### config.mk
export PLATFORM = sky130hd
export DESIGN_NAME = weighted_action_selector_with_fading
export DESIGN_NICKNAME = d
export VERILOG_FILES = /design/src/sv/wasf_pkg.sv /design/src/sv/wasf_ctrl.sv /design/src/sv/wasf_dp.sv /design/src/sv/weighted_action_selector_with_fading.sv
export SDC_FILE = /design/constraint.sdc
export NUM_CORES = 2
export LEC_CHECK = 0
export BUFFER_PORTS_ARGS = -buffer_cell sky130_fd_sc_hd__buf_2
export CORE_ASPECT_RATIO = 1.2
export CORE_UTILIZATION = 38
export CTS_CLUSTER_DIAMETER = 120
export DETAILED_ROUTE_END_ITERATION = 7
export GPL_TIMING_DRIVEN = 0
export PLACE_DENSITY = 0.64
export SLEW_MARGIN = 10
export SYNTH_ARGS = -nofsm -noshare
export SYNTH_HDL_FRONTEND = slang
export SYNTH_SLANG_ARGS = --single-unit
### constraint.sdc
create_clock -name i_clk -period 16.6 [get_ports i_clk]
set_input_delay 1.66 -clock i_clk [delete_from_list [all_inputs] [get_ports i_clk]]
set_output_delay 1.66 -clock i_clk [all_outputs]
set_load 0.05 [all_outputs]
### src/sv/wasf_pkg.sv
// ----------------------------------------------------------------------------
// wasf_pkg
// Shared types and constants for the weighted action selector: payload
// words, controller commands, datapath status and register indexes.
// ----------------------------------------------------------------------------
package wasf_pkg;

    localparam int NUM_INPUTS = 4;
    localparam int NUM_MOTORS = 8;
    localparam int IDX_W      = $clog2(NUM_MOTORS);
    localparam int TOTAL_W    = 35;

    localparam logic [31:0] WEIGHT_RESET  = 32'd1000;
    localparam logic [31:0] HALVE_LIMIT   = 32'h7FFF_FFFF;
    localparam logic [2:0]  INPUTS_RESET  = 3'd4;
    localparam logic [3:0]  MOTORS_RESET  = 4'd8;
    localparam logic [31:0] FADE_RESET    = 32'd1;
    localparam logic [31:0] FLOOR_RESET   = 32'd1000;

    // action codes of an input word
    localparam logic ACT_TICK      = 1'b0;
    localparam logic ACT_REINFORCE = 1'b1;

    typedef enum logic [1:0] {
        CFG_INPUTS_IN_USE = 2'd0,
        CFG_MOTORS_IN_USE = 2'd1,
        CFG_FADE_STEP     = 2'd2,
        CFG_WEIGHT_FLOOR  = 2'd3
    } t_cfg_idx;

    typedef struct packed {
        logic        action;
        logic [31:0] axon_in_0;
        logic [31:0] axon_in_1;
        logic [31:0] axon_in_2;
        logic [31:0] axon_in_3;
        logic [31:0] random_word;
        logic [31:0] reward_amount;
        logic        motor_active;
    } t_in_word;

    typedef struct packed {
        logic [2:0]  chosen_index;
        logic [31:0] axon_level;
        logic [15:0] drive_out;
        logic        new_choice;
        logic        reinforced;
        logic        weights_halved;
    } t_out_word;

    typedef struct packed {
        logic load;
        logic sum_step;
        logic tot_start;
        logic tot_step;
        logic mul;
        logic scan_start;
        logic scan_step;
        logic axon_upd;
        logic reinf;
        logic halve_step;
        logic out_load;
    } t_dp_cmd;

    typedef struct packed {
        logic is_reinf;
        logic sum_done;
        logic sel_go;
        logic idx_last_mo;
        logic idx_last_all;
        logic scan_hit;
        logic halve_go;
        logic out_free;
    } t_dp_status;

endpackage

### src/sv/wasf_ctrl.sv
// ----------------------------------------------------------------------------
// wasf_ctrl
// Sequencer for one word at a time: input sum, weight total, draw scaling,
// roulette scan, axon update, reinforcement and the halving sweep.
// ----------------------------------------------------------------------------
module wasf_ctrl
    import wasf_pkg::*;
(
    input  logic       i_clk,
    input  logic       i_rst_n,
    input  logic       i_in_valid,
    output logic       o_in_stall,
    input  t_dp_status i_status,
    output t_dp_cmd    o_cmd
);

    typedef enum logic [11:0] {
        S_IDLE  = 12'b0000_0000_0001,
        S_START = 12'b0000_0000_0010,
        S_SUM   = 12'b0000_0000_0100,
        S_CHECK = 12'b0000_0000_1000,
        S_TOTAL = 12'b0000_0001_0000,
        S_MUL   = 12'b0000_0010_0000,
        S_RND   = 12'b0000_0100_0000,
        S_SCAN  = 12'b0000_1000_0000,
        S_AXON  = 12'b0001_0000_0000,
        S_REINF = 12'b0010_0000_0000,
        S_HALVE = 12'b0100_0000_0000,
        S_OUT   = 12'b1000_0000_0000
    } t_state;

    t_state r_state;
    t_state n_state;

    always_ff @(posedge i_clk) begin
        if (!i_rst_n) begin
            r_state <= S_IDLE;
        end else begin
            r_state <= n_state;
        end
    end

    always_comb begin
        n_state    = r_state;
        o_cmd      = '0;
        o_in_stall = 1'b1;
        unique case (r_state)
            S_IDLE: begin
                o_in_stall = 1'b0;
                if (i_in_valid) begin
                    o_cmd.load = 1'b1;
                    n_state    = S_START;
                end
            end
            S_START: begin
                n_state = i_status.is_reinf ? S_REINF : S_SUM;
            end
            S_SUM: begin
                o_cmd.sum_step = 1'b1;
                if (i_status.sum_done) begin
                    n_state = S_CHECK;
                end
            end
            S_CHECK: begin
                if (i_status.sel_go) begin
                    o_cmd.tot_start = 1'b1;
                    n_state         = S_TOTAL;
                end else begin
                    n_state = S_AXON;
                end
            end
            S_TOTAL: begin
                o_cmd.tot_step = 1'b1;
                if (i_status.idx_last_mo) begin
                    n_state = S_MUL;
                end
            end
            S_MUL: begin
                o_cmd.mul = 1'b1;
                n_state   = S_RND;
            end
            S_RND: begin
                o_cmd.scan_start = 1'b1;
                n_state          = S_SCAN;
            end
            S_SCAN: begin
                o_cmd.scan_step = 1'b1;
                if (i_status.scan_hit || i_status.idx_last_mo) begin
                    n_state = S_AXON;
                end
            end
            S_AXON: begin
                o_cmd.axon_upd = 1'b1;
                n_state        = S_OUT;
            end
            S_REINF: begin
                o_cmd.reinf = 1'b1;
                n_state     = i_status.halve_go ? S_HALVE : S_OUT;
            end
            S_HALVE: begin
                o_cmd.halve_step = 1'b1;
                if (i_status.idx_last_all) begin
                    n_state = S_OUT;
                end
            end
            S_OUT: begin
                if (i_status.out_free) begin
                    o_cmd.out_load = 1'b1;
                    n_state        = S_IDLE;
                end
            end
            default: begin
                n_state = S_IDLE;
            end
        endcase
    end

endmodule

### src/sv/wasf_dp.sv
// ----------------------------------------------------------------------------
// wasf_dp
// Datapath: configuration registers, motor weights, axon and selection
// state, the shared step index, the draw multiplier and the result register.
// ----------------------------------------------------------------------------
module wasf_dp
    import wasf_pkg::*;
(
    input  logic        i_clk,
    input  logic        i_rst_n,
    input  logic        i_cfg_valid,
    input  logic [1:0]  i_cfg_index,
    input  logic [31:0] i_cfg_data,
    input  t_in_word    i_in_word,
    input  logic        i_out_stall,
    input  t_dp_cmd     i_cmd,
    output t_dp_status  o_status,
    output logic        o_out_valid,
    output t_out_word   o_out_word
);

    // configuration
    logic [2:0]  r_inputs_in_use;
    logic [3:0]  r_motors_in_use;
    logic [31:0] r_fade_step;
    logic [31:0] r_floor;

    // state
    logic [31:0]      r_axon;
    logic [IDX_W-1:0] r_slot;
    logic [31:0]      r_weight [NUM_MOTORS];

    // working registers
    t_in_word           r_in;
    logic [IDX_W-1:0]   r_idx;
    logic [31:0]        r_sum;
    logic               r_all_active;
    logic [TOTAL_W-1:0] r_total;
    logic [63:0]        r_prod_lo;
    logic [TOTAL_W-1:0] r_prod_hi;
    logic [TOTAL_W-1:0] r_rnd;
    logic [TOTAL_W-1:0] r_run;
    logic               r_new_choice;
    logic               r_reinforced;
    logic               r_halved;
    logic               r_out_valid;
    t_out_word          r_out;

    logic [31:0]        in_arr [NUM_INPUTS];
    logic [31:0]        cur_in;
    logic [31:0]        cur_w;
    logic [2:0]         n_in;
    logic [3:0]         n_mo;
    logic [IDX_W-1:0]   n_in_last;
    logic [IDX_W-1:0]   n_mo_last;
    logic [32:0]        n_sum_wide;
    logic [31:0]        n_sum;
    logic [TOTAL_W-1:0] n_rnd;
    logic [TOTAL_W-1:0] n_run;
    logic [32:0]        n_w_wide;
    logic [31:0]        n_w;
    logic [31:0]        n_half;
    logic               reinf_go;
    logic               w_over;
    logic               out_free;

    assign in_arr[0] = r_in.axon_in_0;
    assign in_arr[1] = r_in.axon_in_1;
    assign in_arr[2] = r_in.axon_in_2;
    assign in_arr[3] = r_in.axon_in_3;
    assign cur_in    = in_arr[r_idx[1:0]];
    assign cur_w     = r_weight[r_idx];

    // counts outside the supported range act as the nearest limit
    always_comb begin
        if (r_inputs_in_use == 3'd0) begin
            n_in = 3'd1;
        end else if (r_inputs_in_use > 3'(NUM_INPUTS)) begin
            n_in = 3'(NUM_INPUTS);
        end else begin
            n_in = r_inputs_in_use;
        end
        if (r_motors_in_use == 4'd0) begin
            n_mo = 4'd1;
        end else if (r_motors_in_use > 4'(NUM_MOTORS)) begin
            n_mo = 4'(NUM_MOTORS);
        end else begin
            n_mo = r_motors_in_use;
        end
    end

    assign n_in_last  = IDX_W'(n_in - 3'd1);
    assign n_mo_last  = IDX_W'(n_mo - 4'd1);

    assign n_sum_wide = {1'b0, r_sum} + {1'b0, cur_in};
    assign n_sum      = n_sum_wide[32] ? '1 : n_sum_wide[31:0];
    assign n_rnd      = r_prod_hi + TOTAL_W'(r_prod_lo[63:32]);
    assign n_run      = r_run + TOTAL_W'(cur_w);
    assign n_w_wide   = {1'b0, cur_w} + {1'b0, r_in.reward_amount};
    assign n_w        = n_w_wide[32] ? '1 : n_w_wide[31:0];
    assign n_half     = ({1'b0, cur_w[31:1]} < r_floor) ? r_floor : {1'b0, cur_w[31:1]};
    assign reinf_go   = (r_axon != '0) && r_in.motor_active;
    assign w_over     = n_w > HALVE_LIMIT;
    assign out_free   = !r_out_valid || !i_out_stall;

    always_comb begin
        o_status              = '0;
        o_status.is_reinf     = r_in.action == ACT_REINFORCE;
        o_status.sum_done     = (cur_in == '0) || (r_idx == n_in_last);
        o_status.sel_go       = r_all_active && (r_axon == '0);
        o_status.idx_last_mo  = r_idx == n_mo_last;
        o_status.idx_last_all = r_idx == IDX_W'(NUM_MOTORS - 1);
        o_status.scan_hit     = n_run > r_rnd;
        o_status.halve_go     = reinf_go && w_over;
        o_status.out_free     = out_free;
    end

    // configuration and state registers
    always_ff @(posedge i_clk) begin
        if (!i_rst_n) begin
            r_inputs_in_use <= INPUTS_RESET;
            r_motors_in_use <= MOTORS_RESET;
            r_fade_step     <= FADE_RESET;
            r_floor         <= FLOOR_RESET;
            r_axon          <= '0;
            r_slot          <= '0;
            r_out_valid     <= 1'b0;
            for (int k = 0; k < NUM_MOTORS; k++) begin
                r_weight[k] <= WEIGHT_RESET;
            end
        end else begin
            if (i_cfg_valid) begin
                unique case (t_cfg_idx'(i_cfg_index))
                    CFG_INPUTS_IN_USE: r_inputs_in_use <= i_cfg_data[2:0];
                    CFG_MOTORS_IN_USE: r_motors_in_use <= i_cfg_data[3:0];
                    CFG_FADE_STEP:     r_fade_step     <= i_cfg_data;
                    CFG_WEIGHT_FLOOR:  r_floor         <= i_cfg_data;
                endcase
            end
            if (i_cmd.scan_step && o_status.scan_hit) begin
                r_slot <= r_idx;
            end
            if (i_cmd.axon_upd) begin
                if (r_sum < r_axon) begin
                    r_axon <= (r_axon > r_fade_step) ? r_axon - r_fade_step : '0;
                end else begin
                    r_axon <= r_sum;
                end
            end
            if (i_cmd.reinf && reinf_go) begin
                r_weight[r_idx] <= n_w;
            end
            if (i_cmd.halve_step) begin
                r_weight[r_idx] <= n_half;
            end
            if (i_cmd.out_load) begin
                r_out_valid <= 1'b1;
            end else if (!i_out_stall) begin
                r_out_valid <= 1'b0;
            end
        end
    end

    // working registers, no reset needed
    always_ff @(posedge i_clk) begin
        if (i_cmd.load) begin
            r_in         <= i_in_word;
            // reinforcement reads the selected slot through the step index
            r_idx        <= (i_in_word.action == ACT_REINFORCE) ? r_slot : '0;
            r_sum        <= '0;
            r_all_active <= 1'b1;
            r_new_choice <= 1'b0;
            r_reinforced <= 1'b0;
            r_halved     <= 1'b0;
        end
        if (i_cmd.sum_step) begin
            r_idx <= r_idx + 1'b1;
            if (cur_in == '0) begin
                r_all_active <= 1'b0;
            end else begin
                r_sum <= n_sum;
            end
        end
        if (i_cmd.tot_start) begin
            r_idx   <= '0;
            r_total <= '0;
        end
        if (i_cmd.tot_step) begin
            r_idx   <= r_idx + 1'b1;
            r_total <= r_total + TOTAL_W'(cur_w);
        end
        if (i_cmd.mul) begin
            r_prod_lo <= r_in.random_word * r_total[31:0];
            r_prod_hi <= TOTAL_W'(r_in.random_word) * TOTAL_W'(r_total[TOTAL_W-1:32]);
        end
        if (i_cmd.scan_start) begin
            r_idx <= '0;
            r_run <= '0;
            r_rnd <= n_rnd;
        end
        if (i_cmd.scan_step) begin
            r_idx <= r_idx + 1'b1;
            r_run <= n_run;
            if (o_status.scan_hit) begin
                r_new_choice <= 1'b1;
            end
        end
        if (i_cmd.reinf && reinf_go) begin
            r_reinforced <= 1'b1;
            if (w_over) begin
                r_halved <= 1'b1;
                r_idx    <= '0;
            end
        end
        if (i_cmd.halve_step) begin
            r_idx <= r_idx + 1'b1;
        end
        if (i_cmd.out_load) begin
            r_out.chosen_index   <= r_slot;
            r_out.axon_level     <= r_axon;
            r_out.drive_out      <= r_axon[15:0];
            r_out.new_choice     <= r_new_choice;
            r_out.reinforced     <= r_reinforced;
            r_out.weights_halved <= r_halved;
        end
    end

    assign o_out_valid = r_out_valid;
    assign o_out_word  = r_out;

`ifndef SYNTH
    // the scaled draw lands inside the wheel whenever the total weight is not zero
    a_rnd_in_range: assert property (@(posedge i_clk) disable iff (!i_rst_n)
        (i_cmd.scan_start && (r_total != '0)) |-> (n_rnd < r_total))
        else $error("scaled draw not below total weight");

    // a halved weight never drops under the floor
    a_halve_floor: assert property (@(posedge i_clk) disable iff (!i_rst_n)
        i_cmd.halve_step |=> (r_weight[$past(r_idx)] >= r_floor))
        else $error("halved weight below floor");

    // a fresh selection only happens while the axon is quiet
    a_pick_quiet: assert property (@(posedge i_clk) disable iff (!i_rst_n)
        (i_cmd.scan_step && o_status.scan_hit) |-> (r_axon == '0))
        else $error("selection made with active axon");

    // the result register is only loaded once the previous word has gone
    a_out_no_overwrite: assert property (@(posedge i_clk) disable iff (!i_rst_n)
        (r_out_valid && i_out_stall) |-> !i_cmd.out_load)
        else $error("pending result overwritten");
`endif

endmodule

### src/sv/weighted_action_selector_with_fading.sv
// ----------------------------------------------------------------------------
// weighted_action_selector_with_fading
// Roulette-wheel motor selection with a fading axon and reinforcement of
// the selected weight, halving all weights when one grows too large.
//
//   channel   direction  handshake          payload
//   in        input      i_in_valid/o_in_stall    i_in_word  (t_in_word)
//   out       output     o_out_valid/i_out_stall  o_out_word (t_out_word)
//   cfg       input      i_cfg_valid/o_cfg_ready  i_cfg_index, i_cfg_data
//
// one word at a time, all steps run through a single weight read port
// tick word: input sum, then weight total, draw scaling and roulette scan for a draw, then axon update
// reinforce word: weight reinforcement, plus the halving sweep over every weight when it fires
// reset is synchronous, weights come out of reset at 1000 each
// a stalled result waits in the output register, the next word is taken meanwhile
// ----------------------------------------------------------------------------
module weighted_action_selector_with_fading
    import wasf_pkg::*;
(
    input  logic        i_clk,
    input  logic        i_rst_n,
    input  logic        i_in_valid,
    output logic        o_in_stall,
    input  t_in_word    i_in_word,
    output logic        o_out_valid,
    input  logic        i_out_stall,
    output t_out_word   o_out_word,
    input  logic        i_cfg_valid,
    output logic        o_cfg_ready,
    input  logic [1:0]  i_cfg_index,
    input  logic [31:0] i_cfg_data
);

    t_dp_cmd    cmd;
    t_dp_status status;

    assign o_cfg_ready = 1'b1;

    wasf_ctrl u_ctrl (
        .i_clk      (i_clk),
        .i_rst_n    (i_rst_n),
        .i_in_valid (i_in_valid),
        .o_in_stall (o_in_stall),
        .i_status   (status),
        .o_cmd      (cmd)
    );

    wasf_dp u_dp (
        .i_clk       (i_clk),
        .i_rst_n     (i_rst_n),
        .i_cfg_valid (i_cfg_valid),
        .i_cfg_index (i_cfg_index),
        .i_cfg_data  (i_cfg_data),
        .i_in_word   (i_in_word),
        .i_out_stall (i_out_stall),
        .i_cmd       (cmd),
        .o_status    (status),
        .o_out_valid (o_out_valid),
        .o_out_word  (o_out_word)
    );

endmodule

==> summary.md <==
| Metric | Value |
|---|---|
| Die footprint | 207000 sq um |
| Yosys cell types | 97 |
| Fillers | roughly 20000 |
| Post-DR vias/cell | 5.56 |
| Row count | between 150 and 200 |
| Slowest cell on crit path | clkbuf_1 |
| Clk sinks | roughly 820 |
| Post-cts sizing count | 0 |
| CTS buffer count | 91 |
| Post-synth ARST share | 0% |
| Synth Cell Area | 77800 sq um |
| Critical Path RT | 17.10 ns |
| Inst Count DP | around 11000 |
| Vias in the first global route | 62800 |
| Post-DP HPWL | 216 mm |
| WL per Instance | 25.2 microns |
| CP endpoint kind | flop |
| Ys flop type | edfxtp_1 |
| Hold Crit Class | flop to flop |
| Core ar. | 203000 sq um |
| Worst-path fanout max | 10 |
| Clk root buf | clkbuf_16 |
| Remaining global-route overflow | 0 |
| Relative max-transition margin | 3.42% |
| Remaining antenna violation count | 0 |
| Starting Density | 38.3% |
| WS Path Type | flop to flop |
| H-tree Lvls | 3 |
| Die Y | 498 microns |
| Reg area | 23000 sq um |
| Max_cap viols | 0 |
| Slew Viols, Final | 0 |
| First-pass iteration count of the detailed router | 7 |
| Worst Max-Slew Pin Slew | 1.45 ns |
| CTS Buffer Depth | 3 |
| CP startpoint kind | flop |
| Synth Warn # | 0 |
| # IOs | 290 |
| # nets final | 9858 |
| Syn Inst Count | 7713 |
| Crit-path max cell delay | 1.11 ns |
| Number of flops mapped to enable cells by yosys | 660 |
| Worst path cell trace | clkbuf_1 > and2_1 > fa_1 > fa_1 > inv_1 > fa_1 > fa_1 > inv_1 > fa_1 > fa_1 > fa_1 > fa_1 > ha_1 > and2_1 > nand4_1 > a211oi_1 > o2111ai_1 > o21ai_1 > a21boi_0 > o31ai_1 > a21oi_1 > xnor2_1 |
| Fmax | 0.0895 GHz |
| Outcome | completed |
| Critical path's most frequent cell | fa_1 |
| Finished Layout Cells | 10900 |
| Post-CTS Setup Repair Bufs | 0 |
| Synth Register Bits | 818 |
| Initial antenna violation count | 15 |
| First-pass GRT wire length | 402 mm |
| Seq/Total Area, Yosys | between 20% and 30% |
| Setup_tns | 0 ns |
| Total GRT Usage | a little over a quarter |
| Footprint of the multi-input gates | 49100 sq um |
| Share of cells above drive strength 1 | 7.92% |
| Synth Net Count | around 9500 |
| Syn-to-layout area delta | 10.6% |
| Clock skew | 0.112 ns |
| Critical path arrival | 11.67 ns |
| Worst-path clk slew | 0.07 ns |
| Hold-fix buffers at CTS | 0 |
| Hold WS | 0.442 ns |
| IO buf count | 288 |
| Vias | 60400 |
| Die width | 415 microns |
| CTS tree | done |
| Remaining DRCs | 0 |
| Initial DRC count | 5207 |
| Largest net degree at the start of global routing | 122 |
| Syn avg cell area | between 10 and 15 sq um |
| RSZ-0062 raised after global routing | no |
| Tcrit/Tclk final | 67.3% |
| Clk Latency, worst-skew pair | 0.78 ns |
| Period minus WS final | 11.18 ns |
| Hold Vio Cnt, Final | 0 |
| Setup Viol. Count Final | 0 |
| GPL Wtd Cong | 0.990 |
| Total wire length | 273 mm |
==> flip-flops by register name (all words and copies together) (netlist names), 3 cells and up <==
signal,count
u_ctrl.r_state,12
u_dp.in_arr,128
u_dp.o_out_word,38
u_dp.r_axon,32
u_dp.r_fade_step,32
u_dp.r_floor,32
u_dp.r_idx,3
u_dp.r_in,65
u_dp.r_inputs_in_use,3
u_dp.r_motors_in_use,4
u_dp.r_prod_hi,35
u_dp.r_prod_lo,32
u_dp.r_rnd,35
u_dp.r_run,35
u_dp.r_slot,3
u_dp.r_sum,32
u_dp.r_total,35
u_dp.r_weight,256
==> kinds of logic (layout without fill, tap and decap cells) <==
logic type / Yosys count / in the layout / synth area share, %
adders and majority gates: 1518 / 1518 / 33.4
other: 1 / 16 / 0.00482
xor gates and xnor gates: 225 / 225 / 2.53
muxes: 76 / 76 / 1.53
and+or+nand+nor: 2332 / 2332 / 15.0
DFF: 818 / 818 / 29.5
buffers and inverters: 1501 / 1970 / 7.40
AOI/OAI and AO/OA: 1242 / 1242 / 10.6
==> cells in the mapped netlist, drive strengths merged (25+ instances only) <==
cell type,number,share of area (%)
o21ai,164,1.1
inv,1131,5.5
nor2b,53,0.43
nand4,92,0.74
nor4,32,0.28
and3,29,0.23
a21o,170,1.6
a211oi,58,0.58
mux4,32,0.93
nor2,368,1.8
nand2,840,4.1
xnor2,147,1.7
edfxtp,660,25
a21oi,398,2.6
nor3,67,0.44
nand3,59,0.40
dfxtp,158,4.1
buf,54,0.41
clkbuf,316,1.5
a31oi,31,0.27
a22oi,129,1.3
o21a,40,0.39
xor2,78,0.88
a221oi,34,0.39
o21bai,34,0.33
ha,586,9.4
fa,932,24
mux2,25,0.36
nand2b,31,0.25
and2,662,5.3
==> layout make-up <==
class / instances / area share [%]
Tap cell: 2653 / 3.86
Sequential cell: 818 / 26.7
Antenna cell: 15 / 0.0436
Clock buffer: 105 / 2.71
Clock inverter: 63 / 0.912
Multi-Input combinational cell: 5394 / 57.1
Inverter: 1131 / 4.95
Buffer: 370 / 1.76
Timing Repair Buffer: 301 / 1.99
==> path summary, 6_finish.rpt <==
kind / startpoint / endpoint / slack [ns] / cells past startpoint
setup reg to reg: u_dp.r_total[8] / u_dp.r_prod_lo[52] / 5.42 / 22
setup / recovery: u_dp.r_total[8] / u_dp.r_prod_lo[52] / 5.42 / 22
hold / removal: u_dp.r_reinforced / u_dp.o_out_word[1] / 0.44 / 0
hold reg to reg: u_dp.r_reinforced / u_dp.o_out_word[1] / 0.44 / 0
==> metrics by stage <==
| step | setup WS (ns) | cell area, sq um | utilization [%] |
|---|---|---|---|
| 2_1_floorplan | 9.33 | 77800 | - |
| 3_3_place_gp | 5.98 | 82600 | 40.6 |
| 3_5_place_dp | 5.97 | 82900 | 40.8 |
| 4_1_cts | 5.93 | 86000 | 42.3 |
| 5_1_grt | 5.54 | 86000 | 42.3 |
| 6_report | 5.42 | 86100 | 42.4 |
==> cell usage in the layout, fill, tap and decap left out, types with 19 or more instances in the layout <==
cell type  instances
fa_1             932
buf_2            309
dfxtp_1          158
ha_1             586
xor2_1            78
nand4_1           92
a221oi_1          33
nand2_1          822
nand2b_1          31
and4b_1           23
a21oi_1          396
o21bai_1          34
edfxtp_1         660
a21o_1           170
mux4_2            32
mux2_2            25
a22oi_1          128
xnor2_1          147
o21a_1            39
o211ai_1          24
and2_1           661
nand3_1           58
inv_1           1128
and3_1            29
buf_4             21
nor4_1            30
nor2_1           368
nor3_1            65
o21ai_0          147
mux2i_1           19
a31oi_1           30
clkbuf_1         326
nor2b_1           53
clkbuf_16         91
a211oi_1          55
==> critical path, delay by kind of cell, from the launching register on <==
kind / cells / cell delay, ns
buf+inv: 3 / 1.24
fa+ha+maj: 9 / 4.57
compound gates: 6 / 2.89
flops: 1 / 0.71
simple gates: 3 / 1.15
xor+xnor: 1 / 0.37
==> layer usage <==
| metal | track usage, % | vias up | part of all wire [%] |
|---|---|---|---|
| li1 | - | 26400 | - |
| met1 | 30.9 | 30200 | 37 |
| met2 | 43.8 | 2890 | 47 |
| met3 | 4.84 | 855 | 8.4 |
| met4 | 17.8 | 8 | 8.0 |
| met5 | 0 | - | 0.021 |
Power is left out: the tool's default activity adds up to more than one toggle a clock period on the data nets, which glitch-free logic cannot reach.
